## src/rtl/rmfw_pkg.sv

```systemverilog
// ============================================================================
// rmfw_pkg - recursive mutex with FIFO waiters: shared types and constants
// Field widths, request mode codes and result status codes.
// ============================================================================
package rmfw_pkg;

  localparam int TID_W      = 4;   // thread identifier
  localparam int STATUS_W   = 4;   // result status code
  localparam int DEPTH_W    = 8;   // reported repeat count
  localparam int WCOUNT_W   = 5;   // reported waiter count
  localparam int NUM_TIDS   = 1 << TID_W;

  localparam int MAX_THREADS_DEF = 16;
  localparam int MAX_REPEAT_DEF  = 255;

  // request mode
  localparam logic MODE_ACQUIRE = 1'b0;
  localparam logic MODE_RELEASE = 1'b1;

  typedef enum logic [STATUS_W-1:0] {
    ST_GOT_FREE        = 4'd0,
    ST_NESTED          = 4'd1,
    ST_QUEUED          = 4'd2,
    ST_UNNEST          = 4'd3,
    ST_FREED           = 4'd4,
    ST_HANDED          = 4'd5,
    ST_NOT_HOLDER      = 4'd6,
    ST_ALREADY_WAITING = 4'd7,
    ST_COUNT_FULL      = 4'd8
  } status_t;

endpackage

```

## src/rtl/rmfw_if.sv

```systemverilog
// ============================================================================
// rmfw_req_if / rmfw_rsp_if - valid/ready channels of the mutex block
// Request channel carries mode and thread id; response carries lock state.
// ============================================================================
interface rmfw_req_if;
  logic                          valid;
  logic                          ready;
  logic                          mode;
  logic [rmfw_pkg::TID_W-1:0]    thread_id;

  modport source (output valid, output mode, output thread_id, input ready);
  modport sink   (input valid, input mode, input thread_id, output ready);
endinterface

interface rmfw_rsp_if;
  logic                           valid;
  logic                           ready;
  logic [rmfw_pkg::STATUS_W-1:0]  status;
  logic                           holder_valid;
  logic [rmfw_pkg::TID_W-1:0]     holder_now;
  logic [rmfw_pkg::DEPTH_W-1:0]   hold_depth;
  logic [rmfw_pkg::WCOUNT_W-1:0]  waiting_count;

  modport source (output valid, output status, output holder_valid, output holder_now,
                  output hold_depth, output waiting_count, input ready);
  modport sink   (input valid, input status, input holder_valid, input holder_now,
                  input hold_depth, input waiting_count, output ready);
endinterface

```

## src/rtl/recursive_mutex_fifo_waiters.sv

```systemverilog
// ============================================================================
// recursive_mutex_fifo_waiters - recursive lock with a FIFO of waiting threads
// Acquire/release requests update owner, repeat count and wait queue; every
// request returns one response with the lock state after the update.
// ============================================================================
//
//  channel   dir  handshake           payload
//  --------  ---  ------------------  ---------------------------------------
//  in_req    in   valid/ready         mode, thread_id
//  out_rsp   out  valid/ready         status, holder_valid, holder_now,
//                                     hold_depth, waiting_count
//
//  - One request per cycle while out_rsp does not stall; the response appears the cycle after the transfer.
//  - Latency and rate are set by one read-modify-write of the lock state plus
//    the registered read of the queue head entry, which is prefetched.
//  - in_req.ready is low only while a response is held because out_rsp stalls.
//  - rst_n (synchronous, active low) frees the lock and empties the queue; the
//    queue storage itself is not cleared and needs no clearing pass.
//
module recursive_mutex_fifo_waiters #(
  parameter int MAX_THREADS = rmfw_pkg::MAX_THREADS_DEF,  // queue depth, 2..256
  parameter int MAX_REPEAT  = rmfw_pkg::MAX_REPEAT_DEF    // nesting limit, 1..65535
) (
  input  logic         clk,
  input  logic         rst_n,
  rmfw_req_if.sink     in_req,
  rmfw_rsp_if.source   out_rsp
);

  localparam int IW = $clog2(MAX_THREADS);       // queue pointer
  localparam int CW = $clog2(MAX_THREADS + 1);   // queue fill count
  localparam int RW = $clog2(MAX_REPEAT + 1);    // repeat count
  localparam int TW = rmfw_pkg::TID_W;

  localparam logic [IW-1:0] LAST_SLOT = IW'(MAX_THREADS - 1);
  localparam logic [CW-1:0] QUEUE_CAP = CW'(MAX_THREADS);
  localparam logic [RW-1:0] REP_CAP   = RW'(MAX_REPEAT);
  localparam logic [RW-1:0] REP_ONE   = RW'(1);

  // --------------------------------------------------------------------------
  // lock state
  // --------------------------------------------------------------------------
  logic                         held_r,  held_nxt;
  logic [TW-1:0]                owner_r, owner_nxt;
  logic [RW-1:0]                rep_r,   rep_nxt;
  logic [IW-1:0]                head_r,  head_nxt;
  logic [IW-1:0]                tail_r,  tail_nxt;
  logic [CW-1:0]                count_r, count_nxt;
  logic [rmfw_pkg::NUM_TIDS-1:0] wmask_r, wmask_nxt;

  // wait queue storage; head entry is kept prefetched in head_data_r
  logic [TW-1:0] wait_mem [MAX_THREADS];
  logic [TW-1:0] head_data_r;
  logic          q_we;

  // response register
  logic                          out_valid_r;
  rmfw_pkg::status_t             status_r, status_nxt;
  logic                          hv_r;
  logic [TW-1:0]                 hnow_r;
  logic [rmfw_pkg::DEPTH_W-1:0]  depth_r;
  logic [rmfw_pkg::WCOUNT_W-1:0] wcount_r;

  logic in_xfer;
  logic out_xfer;

  assign out_xfer     = out_valid_r && out_rsp.ready;
  assign in_req.ready = !out_valid_r || out_rsp.ready;
  assign in_xfer      = in_req.valid && in_req.ready;

  // --------------------------------------------------------------------------
  // request decode and state update
  // --------------------------------------------------------------------------
  always_comb begin
    held_nxt   = held_r;
    owner_nxt  = owner_r;
    rep_nxt    = rep_r;
    head_nxt   = head_r;
    tail_nxt   = tail_r;
    count_nxt  = count_r;
    wmask_nxt  = wmask_r;
    q_we       = 1'b0;
    status_nxt = rmfw_pkg::ST_NOT_HOLDER;

    if (in_xfer) begin
      if (in_req.mode == rmfw_pkg::MODE_ACQUIRE) begin
        if (!held_r) begin
          held_nxt   = 1'b1;
          owner_nxt  = in_req.thread_id;
          rep_nxt    = REP_ONE;
          status_nxt = rmfw_pkg::ST_GOT_FREE;
        end else if (owner_r == in_req.thread_id) begin
          if (rep_r >= REP_CAP) begin
            status_nxt = rmfw_pkg::ST_COUNT_FULL;
          end else begin
            rep_nxt    = rep_r + REP_ONE;
            status_nxt = rmfw_pkg::ST_NESTED;
          end
        end else if (wmask_r[in_req.thread_id]) begin
          status_nxt = rmfw_pkg::ST_ALREADY_WAITING;
        end else if (count_r >= QUEUE_CAP) begin
          // queue full
          status_nxt = rmfw_pkg::ST_COUNT_FULL;
        end else begin
          q_we       = 1'b1;
          tail_nxt   = (tail_r == LAST_SLOT) ? '0 : tail_r + IW'(1);
          count_nxt  = count_r + CW'(1);
          wmask_nxt[in_req.thread_id] = 1'b1;
          status_nxt = rmfw_pkg::ST_QUEUED;
        end
      end else begin
        if (!held_r || owner_r != in_req.thread_id) begin
          status_nxt = rmfw_pkg::ST_NOT_HOLDER;
        end else if (rep_r > REP_ONE) begin
          rep_nxt    = rep_r - REP_ONE;
          status_nxt = rmfw_pkg::ST_UNNEST;
        end else if (count_r == '0) begin
          held_nxt   = 1'b0;
          owner_nxt  = '0;
          rep_nxt    = '0;
          status_nxt = rmfw_pkg::ST_FREED;
        end else begin
          // hand the lock straight to the oldest waiter
          head_nxt   = (head_r == LAST_SLOT) ? '0 : head_r + IW'(1);
          count_nxt  = count_r - CW'(1);
          wmask_nxt[head_data_r] = 1'b0;
          owner_nxt  = head_data_r;
          rep_nxt    = REP_ONE;
          status_nxt = rmfw_pkg::ST_HANDED;
        end
      end
    end
  end

  // zero-extend then slice, so the reported fields work at any parameter value
  logic [RW+rmfw_pkg::DEPTH_W-1:0]  rep_ext;
  logic [CW+rmfw_pkg::WCOUNT_W-1:0] cnt_ext;
  assign rep_ext = {{rmfw_pkg::DEPTH_W{1'b0}}, rep_nxt};
  assign cnt_ext = {{rmfw_pkg::WCOUNT_W{1'b0}}, count_nxt};

  // --------------------------------------------------------------------------
  // state registers
  // --------------------------------------------------------------------------
  always_ff @(posedge clk) begin
    if (!rst_n) begin
      held_r  <= 1'b0;
      owner_r <= '0;
      rep_r   <= '0;
      head_r  <= '0;
      tail_r  <= '0;
      count_r <= '0;
      wmask_r <= '0;
    end else begin
      held_r  <= held_nxt;
      owner_r <= owner_nxt;
      rep_r   <= rep_nxt;
      head_r  <= head_nxt;
      tail_r  <= tail_nxt;
      count_r <= count_nxt;
      wmask_r <= wmask_nxt;
    end
  end

  // queue memory: one write port at tail, one registered read at the next head;
  // a write landing on the next head is forwarded
  always_ff @(posedge clk) begin
    if (q_we) begin
      wait_mem[tail_r] <= in_req.thread_id;
    end
    if (q_we && tail_r == head_nxt) begin
      head_data_r <= in_req.thread_id;
    end else begin
      head_data_r <= wait_mem[head_nxt];
    end
  end

  // --------------------------------------------------------------------------
  // response register
  // --------------------------------------------------------------------------
  always_ff @(posedge clk) begin
    if (!rst_n) begin
      out_valid_r <= 1'b0;
    end else if (in_xfer) begin
      out_valid_r <= 1'b1;
    end else if (out_xfer) begin
      out_valid_r <= 1'b0;
    end
  end

  always_ff @(posedge clk) begin
    if (in_xfer) begin
      status_r <= status_nxt;
      hv_r     <= held_nxt;
      hnow_r   <= held_nxt ? owner_nxt : '0;
      depth_r  <= held_nxt ? rep_ext[rmfw_pkg::DEPTH_W-1:0] : '0;
      wcount_r <= cnt_ext[rmfw_pkg::WCOUNT_W-1:0];
    end
  end

  assign out_rsp.valid         = out_valid_r;
  assign out_rsp.status        = status_r;
  assign out_rsp.holder_valid  = hv_r;
  assign out_rsp.holder_now    = hnow_r;
  assign out_rsp.hold_depth    = depth_r;
  assign out_rsp.waiting_count = wcount_r;

  // --------------------------------------------------------------------------
  // assertions
  // --------------------------------------------------------------------------
  // fill count tracks the set of waiting threads
  a_count_mask: assert property (@(posedge clk) disable iff (!rst_n)
    $countones(wmask_r) == int'(count_r))
    else $error("queue count disagrees with waiting mask");

  // a free lock never has waiters (release hands off directly)
  a_free_empty: assert property (@(posedge clk) disable iff (!rst_n)
    !held_r |-> count_r == '0)
    else $error("free lock with non-empty queue");

  // a held lock has a nonzero repeat count
  a_held_depth: assert property (@(posedge clk) disable iff (!rst_n)
    held_r |-> rep_r != '0)
    else $error("held lock with zero repeat count");

  // the holder is never also waiting
  a_owner_not_waiting: assert property (@(posedge clk) disable iff (!rst_n)
    held_r |-> !wmask_r[owner_r])
    else $error("lock holder is marked as waiting");

  // a handoff leaves the receiver holding at depth one
  a_handoff: assert property (@(posedge clk) disable iff (!rst_n)
    (in_xfer && status_nxt == rmfw_pkg::ST_HANDED) |=> (held_r && rep_r == REP_ONE))
    else $error("handoff did not grant the lock at depth one");

endmodule
```

## src/flat_wrapper.sv

```systemverilog
// flat-port wrapper written by rule: the top's interface ports become plain ports
module recursive_mutex_fifo_waiters_flat 
#(
  parameter int MAX_THREADS = rmfw_pkg::MAX_THREADS_DEF,                        
  parameter int MAX_REPEAT  = rmfw_pkg::MAX_REPEAT_DEF                              
)
  (clk, rst_n, in_req_valid, in_req_mode, in_req_thread_id, in_req_ready, out_rsp_valid, out_rsp_status, out_rsp_holder_valid, out_rsp_holder_now, out_rsp_hold_depth, out_rsp_waiting_count, out_rsp_ready);
  rmfw_req_if in_req_i ();
  rmfw_rsp_if out_rsp_i ();
  input  logic clk;
  input  logic rst_n;
  input wire logic [$bits(in_req_i.valid)-1:0] in_req_valid;
  input wire logic [$bits(in_req_i.mode)-1:0] in_req_mode;
  input wire logic [$bits(in_req_i.thread_id)-1:0] in_req_thread_id;
  output wire logic [$bits(in_req_i.ready)-1:0] in_req_ready;
  output wire logic [$bits(out_rsp_i.valid)-1:0] out_rsp_valid;
  output wire logic [$bits(out_rsp_i.status)-1:0] out_rsp_status;
  output wire logic [$bits(out_rsp_i.holder_valid)-1:0] out_rsp_holder_valid;
  output wire logic [$bits(out_rsp_i.holder_now)-1:0] out_rsp_holder_now;
  output wire logic [$bits(out_rsp_i.hold_depth)-1:0] out_rsp_hold_depth;
  output wire logic [$bits(out_rsp_i.waiting_count)-1:0] out_rsp_waiting_count;
  input wire logic [$bits(out_rsp_i.ready)-1:0] out_rsp_ready;
  assign in_req_i.valid = in_req_valid;
  assign in_req_i.mode = in_req_mode;
  assign in_req_i.thread_id = in_req_thread_id;
  assign in_req_ready = in_req_i.ready;
  assign out_rsp_valid = out_rsp_i.valid;
  assign out_rsp_status = out_rsp_i.status;
  assign out_rsp_holder_valid = out_rsp_i.holder_valid;
  assign out_rsp_holder_now = out_rsp_i.holder_now;
  assign out_rsp_hold_depth = out_rsp_i.hold_depth;
  assign out_rsp_waiting_count = out_rsp_i.waiting_count;
  assign out_rsp_i.ready = out_rsp_ready;
  recursive_mutex_fifo_waiters #(.MAX_THREADS(MAX_THREADS), .MAX_REPEAT(MAX_REPEAT)) u_core (.clk(clk), .rst_n(rst_n), .in_req(in_req_i), .out_rsp(out_rsp_i));
endmodule
```

## config.mk

```make
export PLATFORM = sky130hd
export DESIGN_NAME = recursive_mutex_fifo_waiters_flat
export DESIGN_NICKNAME = d
export VERILOG_FILES = /design/src/rtl/rmfw_pkg.sv /design/src/rtl/rmfw_if.sv /design/src/rtl/recursive_mutex_fifo_waiters.sv /design/src/flat_wrapper.sv
export SDC_FILE = /design/constraint.sdc
export NUM_CORES = 1
export LEC_CHECK = 0
export BUFFER_PORTS_ARGS = -buffer_cell sky130_fd_sc_hd__buf_2
export CAP_MARGIN = 25
export CELL_PAD_IN_SITES_DETAIL_PLACEMENT = 1
export CELL_PAD_IN_SITES_GLOBAL_PLACEMENT = 1
export CORE_MARGIN = 5
export CORE_UTILIZATION = 41
export DETAILED_ROUTE_END_ITERATION = 10
export GPL_TIMING_DRIVEN = 0
export PLACE_DENSITY = 0.75
export SETUP_SLACK_MARGIN = 0.3
export SLEW_MARGIN = 20
export SYNTH_ARGS = -nofsm -noshare
export SYNTH_HDL_FRONTEND = slang
export SYNTH_SLANG_ARGS = --single-unit
export TNS_END_PERCENT = 100
```

## constraint.sdc

```tcl
create_clock -name clk -period 2.6 [get_ports clk]
set_input_delay 0.65 -clock clk [delete_from_list [all_inputs] [get_ports clk]]
set_output_delay 0.65 -clock clk [all_outputs]
set_load 0.005 [all_outputs]
```

==> parameters.txt <==
Parameter                              Value

Power
  Power consumption    5250 uW
  LEAKAGE    0.00301 uW
  Maximum VDD drop    0.428 mV
  Ratio of total power to cell area    617 mW/mm^2

Worst hold path
  Instance count along the most critical hold path    1
  Startpoint of the tightest hold check path    in_req_thread_id[3]
  Class of the worst hold path    input port to flop
  Min-Delay Endpoint    u_core.wait_mem[6][3]

STA
  Fin Hold WS    0.443 ns
  Tightest slew margin relative to the limit    0.470
  Final sum of negative setup slack    -0.844 ns
  Worst Clk Skew    0.00907 ns
  Post-route minimum period    2.75 ns
  Crit share post-route    1.06
  Final worst slack    -0.152 ns
  Number of max-slew violations in the final report    0
  Hold violation count in the final report    0
  Fmax    363 MHz
  Slew @ Worst Pin    0.795 ns
  Setup repair after global routing missed its margin    true
  Setup Viol. Count Final    13

Layout
  Final core utilization    0.563
  Fill cell count    1513
  Signed area change from the synthesized netlist to the final layout    36.3%
  FF/Latch Area    0.00354 mm^2
  Antenna cells    0
  Area taken by multi-input logic gates    0.00321 mm^2
  Number of nets in the layout    640
  Ratio of cells with drive above 1 in the final layout    0.409

Detailed routing
  Met2 wire len    10800 um
  # DRC    0
  Via total after detailed routing    5129
  Highest routed metal layer    met4
  DRT met1 WL    8330 um
  Total met3 wirelength after detailed routing    1080 um
  WL/cell    25.5 um
  Wirelength, routed    21000 um
  DR pass1 iterations    5
  Via-to-Cell Ratio    6.24
  Post-route antenna net violation count    0
  Iteration-0 DRC count of the detailed router    460

Clocking
  Bufs on Longest Clock Path    2
  CTS H-Tree Depth    4
  Clock transition at the registers of the reported paths    0.06 ns
  Clk sink count    133
  Insertion delay to the later sink of the worst-skew pair    0.42 ns
  Clock tree from TritonCTS    yes
  Number of buffers inserted by hold repair at cts    0
  Cell at the root of the clock tree    clkbuf_16
  TritonCTS buffer count    17

Status
  Result of the run    finished with violations
  Violated checks    setup timing

Place
  Worst Setup Slack post-DPL    -0.603 ns
  Number of buffer cells added on primary ports    32
  DP HPWL    12300 um
  GPL Wtd Cong    0.852

Job
  Max-Cap Viols    0

Global route
  Global-route wire length before repair    31100 um
  Antenna violations before repair    0
  GRT Overall Usage    0.227
  Vias in the first global route    5373
  Gr ovfl total    0
  Pin count of the biggest net entering global routing    24

Setup path
  Reg-to-reg slack, setup    -0.15 ns
  Depth of the worst register-to-register path    6
  Sort of element at the end of the critical path    flop
  Worst Path Class, Setup    flop to flop
  Origin of the critical flop-to-flop path    u_core.rep_r[5]
  Arrival time reported for the critical path endpoint    2.89 ns
  Required time of the critical path    2.73 ns
  Worst-path maximum fanout    7
  Startpoint kind of the worst setup timing path    flop
  Endpoint of the most critical register-to-register path    u_core.out_rsp.holder_now[0]

Die
  Core Rows    45
  Area enclosed by the die boundary    0.0178 mm^2
  Die W    133 um
  Initial Util    0.413
  Count of boundary I/O pins    33
  Area inside the core boundary    0.0151 mm^2
  DIE HEIGHT    133 um

Yosys
  Yosys Warn Count    0
  Post-synthesis instance area    0.00624 mm^2
  Number of distinct library cells after synthesis    64
  Mean instance size in the synthesized netlist    11.8 um^2
  Instance count of the mapped netlist    528
  Net count after synthesis    547
  Part of the Yosys area used for sequential elements    0.565
  Number of storage elements in the synthesis netlist    133
  Synth async-reset ratio    0
  Number of enable-type register cells in the synthesized netlist    86
  Most frequently used flop master after synthesis    edfxtp_1
-- synth_stat cells (10+ instances only) --
master    instances  area, um^2
ha_1             10         125
nor2b_1          13        81.3
and2_1           15        93.8
nand3_1          26         130
a21oi_1          20         100
o21ai_0          18        90.1
inv_1            14        52.6
clkbuf_1         20        75.1
nand4_1          13        81.3
mux4_2           17         383
dfxtp_1          47         941
and3_1           25         156
nor3_1           13        65.1
nor2_1           42         158
a31oi_1          10        62.6
nand2_1          27         101
edfxtp_1         86        2580
-- worst max-delay path, cell delays in order (launching register included) --
cell and delay [ns]:
dfxtp_2 0.37, or4_4 0.55, or4_4 0.46, nor4_4 0.41, nor2_4 0.07, a222oi_1 0.46
nor2_1 0.15
-- per-layer routing --
layer	GRT usage	up-vias
met5	0	-
met4	0.0720	0
met3	0.0540	54
met2	0.401	202
met1	0.274	2647
li1	-	2226
-- power breakdown --
part / internal [uW] / switching (uW) / leakage (uW)
combinational: 172 / 261 / 0.00154
sequential: 2280 / 17.7 / 0.00118
clock: 1610 / 917 / 0.000289
total: 4050 / 1200 / 0.00301
-- logic make-up after synthesis --
logic type / after synthesis / synth area share
AO/OA/AOI/OAI: 96 / 0.110
XOR/XNOR: 5 / 0.00702
adder cells (fa/ha/maj): 10 / 0.0201
buffers and inverters: 43 / 0.0285
flip-flops: 133 / 0.565
multiplexers: 32 / 0.0866
AND/OR/NAND/NOR: 209 / 0.183
-- worst max path at each step --
stage	from	endpoint	slack [ns]	depth (start not counted)
global route	u_core.rep_r[1]	u_core.out_rsp.holder_now[0]	-0.24	8
floorplan	u_core.rep_r[3]	u_core.out_rsp.holder_now[2]	0.14	7
global placement	in_req_thread_id[3]	u_core.out_rsp.holder_now[0]	-0.56	9
finish	u_core.rep_r[5]	u_core.out_rsp.holder_now[0]	-0.15	6
detailed placement	in_req_thread_id[3]	u_core.out_rsp.holder_now[0]	-0.60	9
CTS	u_core.rep_r[3]	u_core.out_rsp.holder_now[0]	-0.08	7
-- cell type report --
class / count / share of cell area
flip-flops and latches: 133 / 0.416
inverters: 15 / 0.00736
repair inverters: 1 / 0.000883
well taps: 188 / 0.0277
clock inverters: 12 / 0.0209
clock buffers: 20 / 0.0514
plain buffers: 28 / 0.0330
multi-input cells: 352 / 0.378
repair buffers: 73 / 0.0649
-- metrics by stage --
| step | instances | cell area [um^2] |
|---|---|---|
| 3_3_place_gp | 748 | 6870 |
| 6_report | 822 | 8500 |
| 4_1_cts | 807 | 8170 |
| 3_5_place_dp | 748 | 6870 |
| 5_1_grt | 822 | 8500 |
| 2_1_floorplan | 528 | 6470 |
-- registers in the layout, summed over array words and instances, names as in the netlist, named ones only --
register and cells:
u_core.count_r 5, u_core.head_r 4, u_core.held_r 1, u_core.out_rsp.hold_depth 8, u_core.out_rsp.holder_now 4, u_core.out_rsp.holder_valid 1
u_core.out_rsp.status 4, u_core.out_rsp.valid 1, u_core.out_rsp.waiting_count 5, u_core.owner_r 4, u_core.rep_r 8, u_core.tail_r 4
u_core.wait_mem 64, u_core.wmask_r 16
-- cells in the final DEF, fill, tap and decap left out, types with 4 or more instances in the layout --
cell        instances
edfxtp_1           86
dfxtp_1            40
nor2_1             39
buf_4              30
buf_2              28
nand2_1            25
nand3_1            18
clkbuf_16          18
buf_6              17
and3_4             17
mux4_2             17
a21oi_1            15
and2_1             15
nand4_1            13
inv_1              11
clkbuf_1           11
nor3_1             10
o221a_4             9
and3_1              8
a31oi_1             8
nor2b_1             8
ha_1                8
mux2i_1             7
o21ai_2             7
o21ai_0             6
clkbuf_2            5
clkinvlp_4          5
nand3_4             5
nor2_4              5
dfxtp_2             5
clkbuf_8            4
buf_8               4
mux2_4              4
o21ai_1             4
a21oi_2             4
buf_12              4
bufinv_16           4
-- what timing repair did --
| item | CTS | global route |
|---|---|---|
| endpoints found under the setup margin | 130 | 140 |
| buffers inserted | 26 | 14 |
| gates cloned | 1 | 1 |
| pin swaps | 37 | 23 |
| gates resized for setup | 108 | 50 |
Note: power is estimated with default switching activity, not from simulation.
